`src/sv/nr_transport_block_size_macros.svh`:
```
// ----------------------------------------------------------------------------
// NR transport block size: assertion macros
// Shorthand for the clocked, reset-qualified assertions used in the RTL.
// ----------------------------------------------------------------------------
`ifndef NR_TRANSPORT_BLOCK_SIZE_MACROS_SVH
`define NR_TRANSPORT_BLOCK_SIZE_MACROS_SVH

// Same-cycle implication, sampled on clk and disabled in reset.
`define NRTBS_ASSERT_IMP(lbl, ante, cons, msg) \
  lbl: assert property (@(posedge clk) disable iff (rst) (ante) |-> (cons)) \
    else $error(msg);

// Next-cycle implication, sampled on clk and disabled in reset.
`define NRTBS_ASSERT_NXT(lbl, ante, cons, msg) \
  lbl: assert property (@(posedge clk) disable iff (rst) (ante) |=> (cons)) \
    else $error(msg);

`endif

```
`src/sv/nrtbs_pkg.sv`:
```
// ----------------------------------------------------------------------------
// NR transport block size: package
// Constants, the TBS table and the structures passed between stages.
// ----------------------------------------------------------------------------
`timescale 1ns / 1ps

package nrtbs_pkg;

  localparam int TBS_TABLE_ENTRIES = 93;
  localparam int MAX_BLOCKS        = 275;
  localparam int MAX_LAYERS        = 4;
  localparam int RE_CAP            = 156;
  localparam int SUBCARRIERS       = 12;
  localparam int SMALL_LIMIT       = 3824;
  localparam int CB_LOW_RATE       = 3816;
  localparam int CB_HIGH_RATE      = 8424;
  localparam int CRC_BITS          = 24;
  localparam int LARGE_FLOOR       = 3840;
  localparam int LOW_RATE_MAX      = 512;

  localparam int NINFO_W  = 21;   // Ninfo and the TBS itself
  localparam int SMALL_W  = 12;   // quantised Ninfo on the table path
  localparam int TOT_W    = 22;   // quantised Ninfo plus CRC, large path
  localparam int C_W      = 9;    // code block count
  localparam int DIV_W    = 12;   // eight times the code block count
  localparam int QUO_W    = 11;   // bytes per code block
  localparam int REM_W    = 23;   // running remainder in the divider
  localparam int DIV_STAGES = 3;
  localparam int DIV_STEP   = 4;

  // Exact reciprocals for the ceiling divisions by the code block limits.
  localparam int RECIP_W    = 23;
  localparam int LOW_SHIFT  = TOT_W + 12;
  localparam int HIGH_SHIFT = TOT_W + 14;
  localparam longint LOW_RECIP =
    ((longint'(1) << LOW_SHIFT) + CB_LOW_RATE - 1) / CB_LOW_RATE;
  localparam longint HIGH_RECIP =
    ((longint'(1) << HIGH_SHIFT) + CB_HIGH_RATE - 1) / CB_HIGH_RATE;

  localparam logic [SMALL_W-1:0] TBS_TABLE [TBS_TABLE_ENTRIES] = '{
    12'd24, 12'd32, 12'd40, 12'd48, 12'd56, 12'd64, 12'd72, 12'd80, 12'd88,
    12'd96, 12'd104, 12'd112, 12'd120, 12'd128, 12'd136, 12'd144, 12'd152,
    12'd160, 12'd168, 12'd176, 12'd184, 12'd192, 12'd208, 12'd224, 12'd240,
    12'd256, 12'd272, 12'd288, 12'd304, 12'd320, 12'd336, 12'd352, 12'd368,
    12'd384, 12'd408, 12'd432, 12'd456, 12'd480, 12'd504, 12'd528, 12'd552,
    12'd576, 12'd608, 12'd640, 12'd672, 12'd704, 12'd736, 12'd768, 12'd808,
    12'd848, 12'd888, 12'd928, 12'd984, 12'd1032, 12'd1064, 12'd1128,
    12'd1160, 12'd1192, 12'd1224, 12'd1256, 12'd1288, 12'd1320, 12'd1352,
    12'd1416, 12'd1480, 12'd1544, 12'd1608, 12'd1672, 12'd1736, 12'd1800,
    12'd1864, 12'd1928, 12'd2024, 12'd2088, 12'd2152, 12'd2216, 12'd2280,
    12'd2408, 12'd2472, 12'd2536, 12'd2600, 12'd2664, 12'd2728, 12'd2792,
    12'd2856, 12'd2976, 12'd3104, 12'd3240, 12'd3368, 12'd3496, 12'd3624,
    12'd3752, 12'd3824
  };

  // Input item, last field in the lowest bits.
  typedef struct packed {
    logic [2:0]  num_layers;
    logic [10:0] code_rate;
    logic [1:0]  modulation;
    logic [3:0]  symbols_per_slot;
    logic [8:0]  num_blocks;
  } alloc_t;

  typedef struct packed {
    logic [NINFO_W-1:0] ninfo;
    logic               low_rate;
  } ninfo_t;

  typedef struct packed {
    logic               is_large;
    logic [NINFO_W-1:0] small_tbs;
    logic [TOT_W-1:0]   total;
    logic [C_W-1:0]     cb_count;
  } seg_t;

  typedef struct packed {
    logic               is_large;
    logic [NINFO_W-1:0] small_tbs;
    logic [DIV_W-1:0]   divisor;
    logic [QUO_W-1:0]   quot;
  } div_res_t;

endpackage

```
`src/sv/nrtbs_ninfo.sv`:
```
// ----------------------------------------------------------------------------
// NR transport block size: Ninfo pipeline
// Three stages: saturation and RE count, two partial products, final product.
// ----------------------------------------------------------------------------
`timescale 1ns / 1ps

module nrtbs_ninfo
  import nrtbs_pkg::*;
(
  input  logic   clk,
  input  logic   rst,
  input  logic   en,
  input  logic   in_valid,
  input  alloc_t alloc,
  output logic   out_valid,
  output ninfo_t out
);

  logic [7:0]  re_sat;
  logic [8:0]  blocks_sat;
  logic [2:0]  layers_sat;
  logic [3:0]  qm;
  logic [7:0]  re_raw;

  logic        v1, v2;
  logic [7:0]  re;
  logic [8:0]  blocks;
  logic [5:0]  qml;
  logic [10:0] rate;
  logic        low1, low2;
  logic [15:0] p_re, p_rate;

  always_comb begin
    blocks_sat = (alloc.num_blocks > 9'(MAX_BLOCKS)) ? 9'(MAX_BLOCKS) : alloc.num_blocks;
    layers_sat = (alloc.num_layers > 3'(MAX_LAYERS)) ? 3'(MAX_LAYERS) : alloc.num_layers;
    re_raw     = 8'(alloc.symbols_per_slot) * 8'(SUBCARRIERS) - 8'd1;
    if (alloc.symbols_per_slot == 4'd0) begin
      re_sat = 8'd0;
    end else if (re_raw > 8'(RE_CAP)) begin
      re_sat = 8'(RE_CAP);
    end else begin
      re_sat = re_raw;
    end
    qm = (4'(alloc.modulation) + 4'd1) << 1;
  end

  always_ff @(posedge clk) begin
    if (rst) begin
      v1        <= 1'b0;
      v2        <= 1'b0;
      out_valid <= 1'b0;
    end else if (en) begin
      v1        <= in_valid;
      v2        <= v1;
      out_valid <= v2;
    end
  end

  always_ff @(posedge clk) begin
    if (en) begin
      re        <= re_sat;
      blocks    <= blocks_sat;
      qml       <= 6'(qm) * 6'(layers_sat);
      rate      <= alloc.code_rate;
      low1      <= (alloc.code_rate <= 11'(LOW_RATE_MAX));
      p_re      <= 16'(re) * 16'(blocks);
      p_rate    <= 16'(qml) * 16'(rate);
      low2      <= low1;
      out.ninfo <= NINFO_W'((32'(p_re) * 32'(p_rate)) >> 11);
      out.low_rate <= low2;
    end
  end

endmodule

```
`src/sv/nrtbs_quant.sv`:
```
// ----------------------------------------------------------------------------
// NR transport block size: quantisation and segmentation
// Two stages: quantise Ninfo, then table lookup or code block count.
// ----------------------------------------------------------------------------
`timescale 1ns / 1ps

module nrtbs_quant
  import nrtbs_pkg::*;
(
  input  logic   clk,
  input  logic   rst,
  input  logic   en,
  input  logic   in_valid,
  input  ninfo_t in,
  output logic   out_valid,
  output seg_t   out
);

  logic               v4;
  logic               large4, zero4, low4;
  logic [SMALL_W-1:0] q_small;
  logic [TOT_W-1:0]   q_large;

  logic [3:0]         lg_s, n_s;
  logic [SMALL_W-1:0] qs;
  logic [NINFO_W-1:0] x;
  logic [4:0]         lg_l, n_l;
  logic [TOT_W-1:0]   rnd, ql;

  logic [NINFO_W-1:0]     lookup;
  logic [TOT_W-1:0]       q_clamped, total, y_low, y_high;
  logic [TOT_W+RECIP_W-1:0] pr_low, pr_high;
  logic [C_W-1:0]         cb;

  // Stage four: quantisation of both paths.
  always_comb begin
    lg_s = 4'd0;
    for (int i = 0; i < SMALL_W; i++) begin
      if (in.ninfo[i]) lg_s = 4'(i);
    end
    n_s = (lg_s >= 4'd9) ? lg_s - 4'd6 : 4'd3;
    qs  = (in.ninfo[SMALL_W-1:0] >> n_s) << n_s;
    if (qs < SMALL_W'(CRC_BITS)) qs = SMALL_W'(CRC_BITS);

    x    = in.ninfo - NINFO_W'(CRC_BITS);
    lg_l = 5'd0;
    for (int i = 0; i < NINFO_W; i++) begin
      if (x[i]) lg_l = 5'(i);
    end
    n_l = lg_l - 5'd5;
    rnd = TOT_W'(x) + (TOT_W'(1) << (n_l - 5'd1));
    ql  = rnd & ~((TOT_W'(1) << n_l) - TOT_W'(1));
  end

  // Stage five: table search on one path, code block count on the other.
  always_comb begin
    lookup = '0;
    for (int j = 0; j < TBS_TABLE_ENTRIES; j++) begin
      if (TBS_TABLE[j] >= q_small && (j == 0 || TBS_TABLE[(j == 0) ? 0 : j - 1] < q_small))
        lookup = lookup | NINFO_W'(TBS_TABLE[j]);
    end
    if (zero4) lookup = '0;

    q_clamped = (q_large < TOT_W'(LARGE_FLOOR)) ? TOT_W'(LARGE_FLOOR) : q_large;
    total     = q_clamped + TOT_W'(CRC_BITS);
    y_low     = total + TOT_W'(CB_LOW_RATE - 1);
    y_high    = total + TOT_W'(CB_HIGH_RATE - 1);
    pr_low    = (TOT_W+RECIP_W)'(y_low) * (TOT_W+RECIP_W)'(LOW_RECIP);
    pr_high   = (TOT_W+RECIP_W)'(y_high) * (TOT_W+RECIP_W)'(HIGH_RECIP);
    priority if (low4) begin
      cb = C_W'(pr_low >> LOW_SHIFT);
    end else if (q_clamped > TOT_W'(CB_HIGH_RATE)) begin
      cb = C_W'(pr_high >> HIGH_SHIFT);
    end else begin
      cb = C_W'(1);
    end
  end

  always_ff @(posedge clk) begin
    if (rst) begin
      v4        <= 1'b0;
      out_valid <= 1'b0;
    end else if (en) begin
      v4        <= in_valid;
      out_valid <= v4;
    end
  end

  always_ff @(posedge clk) begin
    if (en) begin
      large4        <= (in.ninfo > NINFO_W'(SMALL_LIMIT));
      zero4         <= (in.ninfo == '0);
      low4          <= in.low_rate;
      q_small       <= qs;
      q_large       <= ql;
      out.is_large  <= large4;
      out.small_tbs <= lookup;
      out.total     <= total;
      out.cb_count  <= cb;
    end
  end

endmodule

```
`src/sv/nrtbs_div.sv`:
```
// ----------------------------------------------------------------------------
// NR transport block size: pipelined ceiling divider
// Bytes per code block, ceil(total / (8 * C)), four quotient bits a stage, three in the last.
// ----------------------------------------------------------------------------
`timescale 1ns / 1ps

module nrtbs_div
  import nrtbs_pkg::*;
(
  input  logic     clk,
  input  logic     rst,
  input  logic     en,
  input  logic     in_valid,
  input  seg_t     in,
  output logic     out_valid,
  output div_res_t out
);

  logic [DIV_STAGES-1:0] v;
  logic [REM_W-1:0]      rem_q [DIV_STAGES];
  logic [QUO_W-1:0]      quo_q [DIV_STAGES];
  logic [DIV_W-1:0]      div_q [DIV_STAGES];
  logic                  large_q [DIV_STAGES];
  logic [NINFO_W-1:0]    small_q [DIV_STAGES];

  logic [DIV_W-1:0]      d0;

  assign d0 = {in.cb_count, 3'b000};

  always_ff @(posedge clk) begin
    if (rst) begin
      v <= '0;
    end else if (en) begin
      v <= {v[DIV_STAGES-2:0], in_valid};
    end
  end

  for (genvar s = 0; s < DIV_STAGES; s++) begin : g_stage
    logic [REM_W-1:0]   rem_in, rem_nx, trial;
    logic [QUO_W-1:0]   quo_in, quo_nx;
    logic [DIV_W-1:0]   div_in;
    logic               large_in;
    logic [NINFO_W-1:0] small_in;

    if (s == 0) begin : g_first
      assign rem_in   = REM_W'(in.total) + REM_W'(d0) - REM_W'(1);
      assign quo_in   = '0;
      assign div_in   = d0;
      assign large_in = in.is_large;
      assign small_in = in.small_tbs;
    end else begin : g_rest
      assign rem_in   = rem_q[s-1];
      assign quo_in   = quo_q[s-1];
      assign div_in   = div_q[s-1];
      assign large_in = large_q[s-1];
      assign small_in = small_q[s-1];
    end

    always_comb begin
      rem_nx = rem_in;
      quo_nx = quo_in;
      trial  = '0;
      for (int k = 0; k < DIV_STEP; k++) begin
        if (QUO_W - 1 - (s * DIV_STEP + k) >= 0) begin
          trial = REM_W'(div_in) << (QUO_W - 1 - (s * DIV_STEP + k));
          if (rem_nx >= trial) begin
            rem_nx = rem_nx - trial;
            quo_nx[QUO_W - 1 - (s * DIV_STEP + k)] = 1'b1;
          end
        end
      end
    end

    always_ff @(posedge clk) begin
      if (en) begin
        rem_q[s]   <= rem_nx;
        quo_q[s]   <= quo_nx;
        div_q[s]   <= div_in;
        large_q[s] <= large_in;
        small_q[s] <= small_in;
      end
    end
  end

  assign out_valid     = v[DIV_STAGES-1];
  assign out.is_large  = large_q[DIV_STAGES-1];
  assign out.small_tbs = small_q[DIV_STAGES-1];
  assign out.divisor   = div_q[DIV_STAGES-1];
  assign out.quot      = quo_q[DIV_STAGES-1];

endmodule

```
`src/sv/nr_transport_block_size.sv`:
```
// ----------------------------------------------------------------------------
// NR transport block size: top level
// One allocation item in, one transport block size in bits out.
// ----------------------------------------------------------------------------
// Each item carries a codeword's allocation (resource blocks, usable symbols,
// modulation, code rate in 1/2048 units and layers) and yields the 5G NR
// transport block size in bits. The block is a nine-stage pipeline: three
// stages form Ninfo, two quantise it and either look up the small-size table
// or count code blocks, three divide out the bytes per code block, and the
// last multiplies back into the output register. An item is accepted in
// every cycle while the output is free or being taken, so the sustained rate
// is one item per clock. Each result is held in the output register on the
// master side until it is taken. A stall on the master side holds the
// whole pipeline, and s_tready drops in the same cycle.
`timescale 1ns / 1ps
`include "nr_transport_block_size_macros.svh"

module nr_transport_block_size
  import nrtbs_pkg::*;
(
  input  logic        clk,
  input  logic        rst,
  input  logic        s_tvalid,
  output logic        s_tready,
  // num_blocks[8:0], symbols_per_slot[12:9], modulation[14:13],
  // code_rate[25:15], num_layers[28:26], zeros above
  input  logic [31:0] s_tdata,
  output logic        m_tvalid,
  input  logic        m_tready,
  // tbs_bits[20:0], zeros above
  output logic [23:0] m_tdata
);

  logic     en;
  alloc_t   alloc;
  logic     ninfo_valid, seg_valid, div_valid;
  ninfo_t   ninfo;
  seg_t     seg;
  div_res_t div_res;
  logic [NINFO_W-1:0] tbs;

  // The whole pipeline moves when the output register is empty or drained.
  assign en       = !m_tvalid || m_tready;
  assign s_tready = en;
  assign alloc    = alloc_t'(s_tdata[28:0]);

  nrtbs_ninfo u_ninfo (
    .clk       (clk),
    .rst       (rst),
    .en        (en),
    .in_valid  (s_tvalid),
    .alloc     (alloc),
    .out_valid (ninfo_valid),
    .out       (ninfo)
  );

  nrtbs_quant u_quant (
    .clk       (clk),
    .rst       (rst),
    .en        (en),
    .in_valid  (ninfo_valid),
    .in        (ninfo),
    .out_valid (seg_valid),
    .out       (seg)
  );

  nrtbs_div u_div (
    .clk       (clk),
    .rst       (rst),
    .en        (en),
    .in_valid  (seg_valid),
    .in        (seg),
    .out_valid (div_valid),
    .out       (div_res)
  );

  // Large sizes are whole bytes per code block across all blocks, less CRC.
  always_comb begin
    if (div_res.is_large) begin
      tbs = NINFO_W'(23'(div_res.divisor) * 23'(div_res.quot) - 23'(CRC_BITS));
    end else begin
      tbs = div_res.small_tbs;
    end
  end

  always_ff @(posedge clk) begin
    if (rst) begin
      m_tvalid <= 1'b0;
    end else if (en) begin
      m_tvalid <= div_valid;
    end
  end

  always_ff @(posedge clk) begin
    if (en) begin
      m_tdata <= {3'b000, tbs};
    end
  end

  `NRTBS_ASSERT_IMP(a_whole_bytes, m_tvalid, m_tdata[2:0] == 3'd0, "TBS not a whole number of bytes")
  `NRTBS_ASSERT_IMP(a_min_size, m_tvalid && (m_tdata != 24'd0), m_tdata >= 24'(CRC_BITS), "TBS below minimum")
  `NRTBS_ASSERT_IMP(a_stall_holds_input, m_tvalid && !m_tready, !s_tready, "input taken while stalled")
  `NRTBS_ASSERT_NXT(a_result_lands, div_valid && en, m_tvalid, "result lost at output register")

endmodule

```
`config.mk`:
```
export PLATFORM = sky130hd
export DESIGN_NAME = nr_transport_block_size
export DESIGN_NICKNAME = d
export VERILOG_FILES = /design/src/sv/nrtbs_pkg.sv /design/src/sv/nrtbs_ninfo.sv /design/src/sv/nrtbs_quant.sv /design/src/sv/nrtbs_div.sv /design/src/sv/nr_transport_block_size.sv
export VERILOG_INCLUDE_DIRS = /design/src /design/src/sv
export SDC_FILE = /design/constraint.sdc
export NUM_CORES = 2
export LEC_CHECK = 0
export ABC_AREA = 1
export BUFFER_PORTS_ARGS = -buffer_cell sky130_fd_sc_hd__buf_2
export CORE_ASPECT_RATIO = 0.6
export CORE_MARGIN = 3
export CORE_UTILIZATION = 36
export CTS_CLUSTER_SIZE = 12
export DETAILED_ROUTE_END_ITERATION = 10
export GPL_TIMING_DRIVEN = 0
export RECOVER_POWER = 50
export SYNTH_ARGS = -nofsm -noshare
export SYNTH_HDL_FRONTEND = slang
export SYNTH_HIERARCHICAL = 1
export SYNTH_SLANG_ARGS = --single-unit
```
`constraint.sdc`:
```
create_clock -name clk -period 13.15 [get_ports clk]
set_input_delay 1.315 -clock clk [delete_from_list [all_inputs] [get_ports clk]]
set_output_delay 1.315 -clock clk [all_outputs]
set_load 0.01 [all_outputs]
```
==> results.txt <==
Met2 GRT Util: 23.9%
Top cells by area, synth: fa_1, edfxtp_1, ha_1, inv_1, nand2_1
Drc violations: 0
Drt initial violations: 4740
GRT Resource Usage Total: 20.7%
Grt peak-use layer: met1
Fin. Hold Viols: 0
Netlist Area Pre-Place: 60100 µm²
WP data arrival: 12.46 ns
Initial Util: 36.5%
CTS root buf: clkbuf_16
Layout Utilization: 39.2%
Crit path max-delay family: compound AO/OA/AOI/OAI gates
Global placement routability congestion: 0.971
Vias in the first global route: 47700
Yosys top cell area share: 22.8%
Synth cell types: 81
CP max FO: 10
CP Class: register to register
Flops & latches, synth: 357
Number of flops mapped to enable cells by yosys: 348
Die area: 172000 µm²
Yosys Warn Count: 6
Asr flop ratio synth: 0%
Final net count: 9196
H-tree Lvls: 2
Die height: 323 µm
I/O pins: 62
Violations in the final reports: max-capacitance violations, max-slew violations
Main flop type after synthesis: edfxtp_1
Placement Setup Slack: 0.0854 ns
Critical Path Max Stage Delay: 0.44 ns
Synthesized area per cell: 7.94 µm²
Number of routed nets with antenna violations: 0
Initial antenna violation count: 1
Post-Synthesis Cells: 7575
FP Rows: 115
Worst-Skew Late Latency: 0.65 ns
CP endpoint kind: register
Fin Hold WS: 0.413 ns
Synth area leader: fa_1
Max Buffers Root-to-Sink: 3
Post-synthesis sequential area ratio: 17.7%
Avg WL per Cell: 18.0 µm
Worst-path clk slew: 0.06 ns
Pin count of the biggest net entering global routing: 71
Detailed Routing Iterations Pass 1: 7
Clk sinks: 357
Vias per std cell: 4.99
Max_slew headroom: -145%
R2R cell count: 67
Maxcap violations: 4
# hold bufs at CTS: 0
Core area: 165000 µm²
Port Buf Inserts: 55
Final period util: 92.1%
Critical Path RT: 13.49 ns
Worst path slowest cell: edfxtp_1
Status: finished with violations
Layout cells sized above 1: 4.50%
Most common cell in the synthesized netlist: inv_1
Final worst setup slack: 1.04 ns
# fillers: 17000
CP most frequent cell: nand2_1
HPWL after detailed placement: 155000 µm
CP startpoint kind: register
WHS Path Cells: 0
Worst Hold Class: register to register
CTS tree: built
Via count: 49700
Clock Skew: 0.0593 ns
CTS Buf Count: 42
Chip Width: 534 µm
Final Routed Wirelength: 179000 µm
Final period demand of the worst path: 12.11 ns
WP buf/inv: 9
Final Max Slew Viols: 226
Final setup vio count: 0
Routing usage on met1: 34.6%
Synth cell count leaders: inv_1, nand2_1, ha_1, fa_1, nor2_1
Grt met3 use: 8.77%
CP Depth: 67
Area grow syn2layout: 7.62%
Global-route wire length before repair: 278000 µm
Worst slew pin tran: 3.68 ns
Max frequency: 0.0826 GHz
Grt total ovfl: 0
through the flow:
stage          std cells  area (µm²)  TNS (ns)
2_1_floorplan       7590       60200         0
3_3_place_gp        9868       63200   -440.44
3_5_place_dp        9875       63400         0
4_1_cts             9943       64700         0
5_1_grt             9948       64700   -0.0104
6_report            9949       64700         0
worst register-to-register path, delay by kind of cell (launching register included):
family | cells | cell delay, ns
AOI/OAI and AO/OA | 24 | 4.19
xor gates and xnor gates | 1 | 0.18
adders and majority gates | 6 | 2.14
buffers and inverters | 9 | 1.68
DFF | 1 | 0.44
and+or+nand+nor | 27 | 3.20
registers in the layout, indices dropped and copies added, names as in the netlist, 15 cells and up:
| register | count |
|---|---|
| u_div/div_q | 27 |
| u_ninfo/p_rate | 15 |
| u_div/quo_q | 23 |
| u_div/small_q | 63 |
| u_div/rem_q | 46 |
| u_quant/out | 41 |
| m_tdata | 21 |
| u_ninfo/p_re | 16 |
| u_quant/q_large | 22 |
| u_ninfo/out | 22 |
placed cells by master, fill, tap and decap left out, drive strengths merged, types with 14 or more instances in the layout:
cell type	instances
ha	774
a31oi	31
or2	36
nand3	314
xor2	139
buf	93
fa	686
conb	18
a21oi	346
o21ai	243
o211ai	24
nor2	506
inv	1826
a211oi	15
nand3b	19
xnor2	91
edfxtp	348
nand4	80
nor4	37
clkinv	17
o21bai	30
o21a	19
a21o	14
nor3	99
clkbuf	162
nand2	1650
per-layer routing:
metal / share of wire [%] / vias up
met1: 53 / 23600
met4: 0.79 / 2
met2: 32 / 2009
li1: - / 23900
met3: 14 / 108
met5: 0.080 / -
worst paths after layout:
check             slack [ns]                   end                  from
setup / recovery        1.04    u_div/rem_q[0][17]        u_quant/out[3]
hold / removal          0.41  u_div/small_q[0][62]  u_div/small_q[0][41]
setup reg to reg        1.04    u_div/rem_q[0][17]        u_quant/out[3]
hold reg to reg         0.41  u_div/small_q[0][62]  u_div/small_q[0][41]
cell type report:
class | instances | area [µm²] | share of cell area, %
diodes | 1 | 2.50 | 0.00387
plain buffers | 144 | 723 | 1.12
clock buffers | 46 | 1070 | 1.65
clock inverters | 23 | 267 | 0.412
inverters | 1827 | 6870 | 10.6
multi-input cells | 5262 | 42000 | 64.9
flip-flops and latches | 357 | 10600 | 16.4
well taps | 2223 | 2780 | 4.30
repair buffers | 66 | 372 | 0.574
cells by family (layout without fill, tap and decap cells):
logic type / Yosys count / count (layout) / synth area share [%]
fa+ha+maj: 1460 / 1460 / 39.0
buf+inv: 1972 / 2106 / 12.6
simple gates: 2757 / 2758 / 19.6
xor+xnor: 230 / 230 / 3.41
mux: 1 / 1 / 0.0167
other cells: 3 / 19 / 0.0187
flops: 357 / 357 / 17.7
compound gates: 795 / 795 / 7.68
timing repair:
item | in CTS | in global routing
endpoints found under the hold margin | 0 | 0
endpoints found under the setup margin | 12 | 14
pin swaps | 0 | 2
cloned | 0 | 1
buffers inserted | 0 | 4
gates resized for setup | 1 | 21
Power is not shown: default switching activity piles up to over one toggle a cycle in this logic, so the estimate is an artifact.
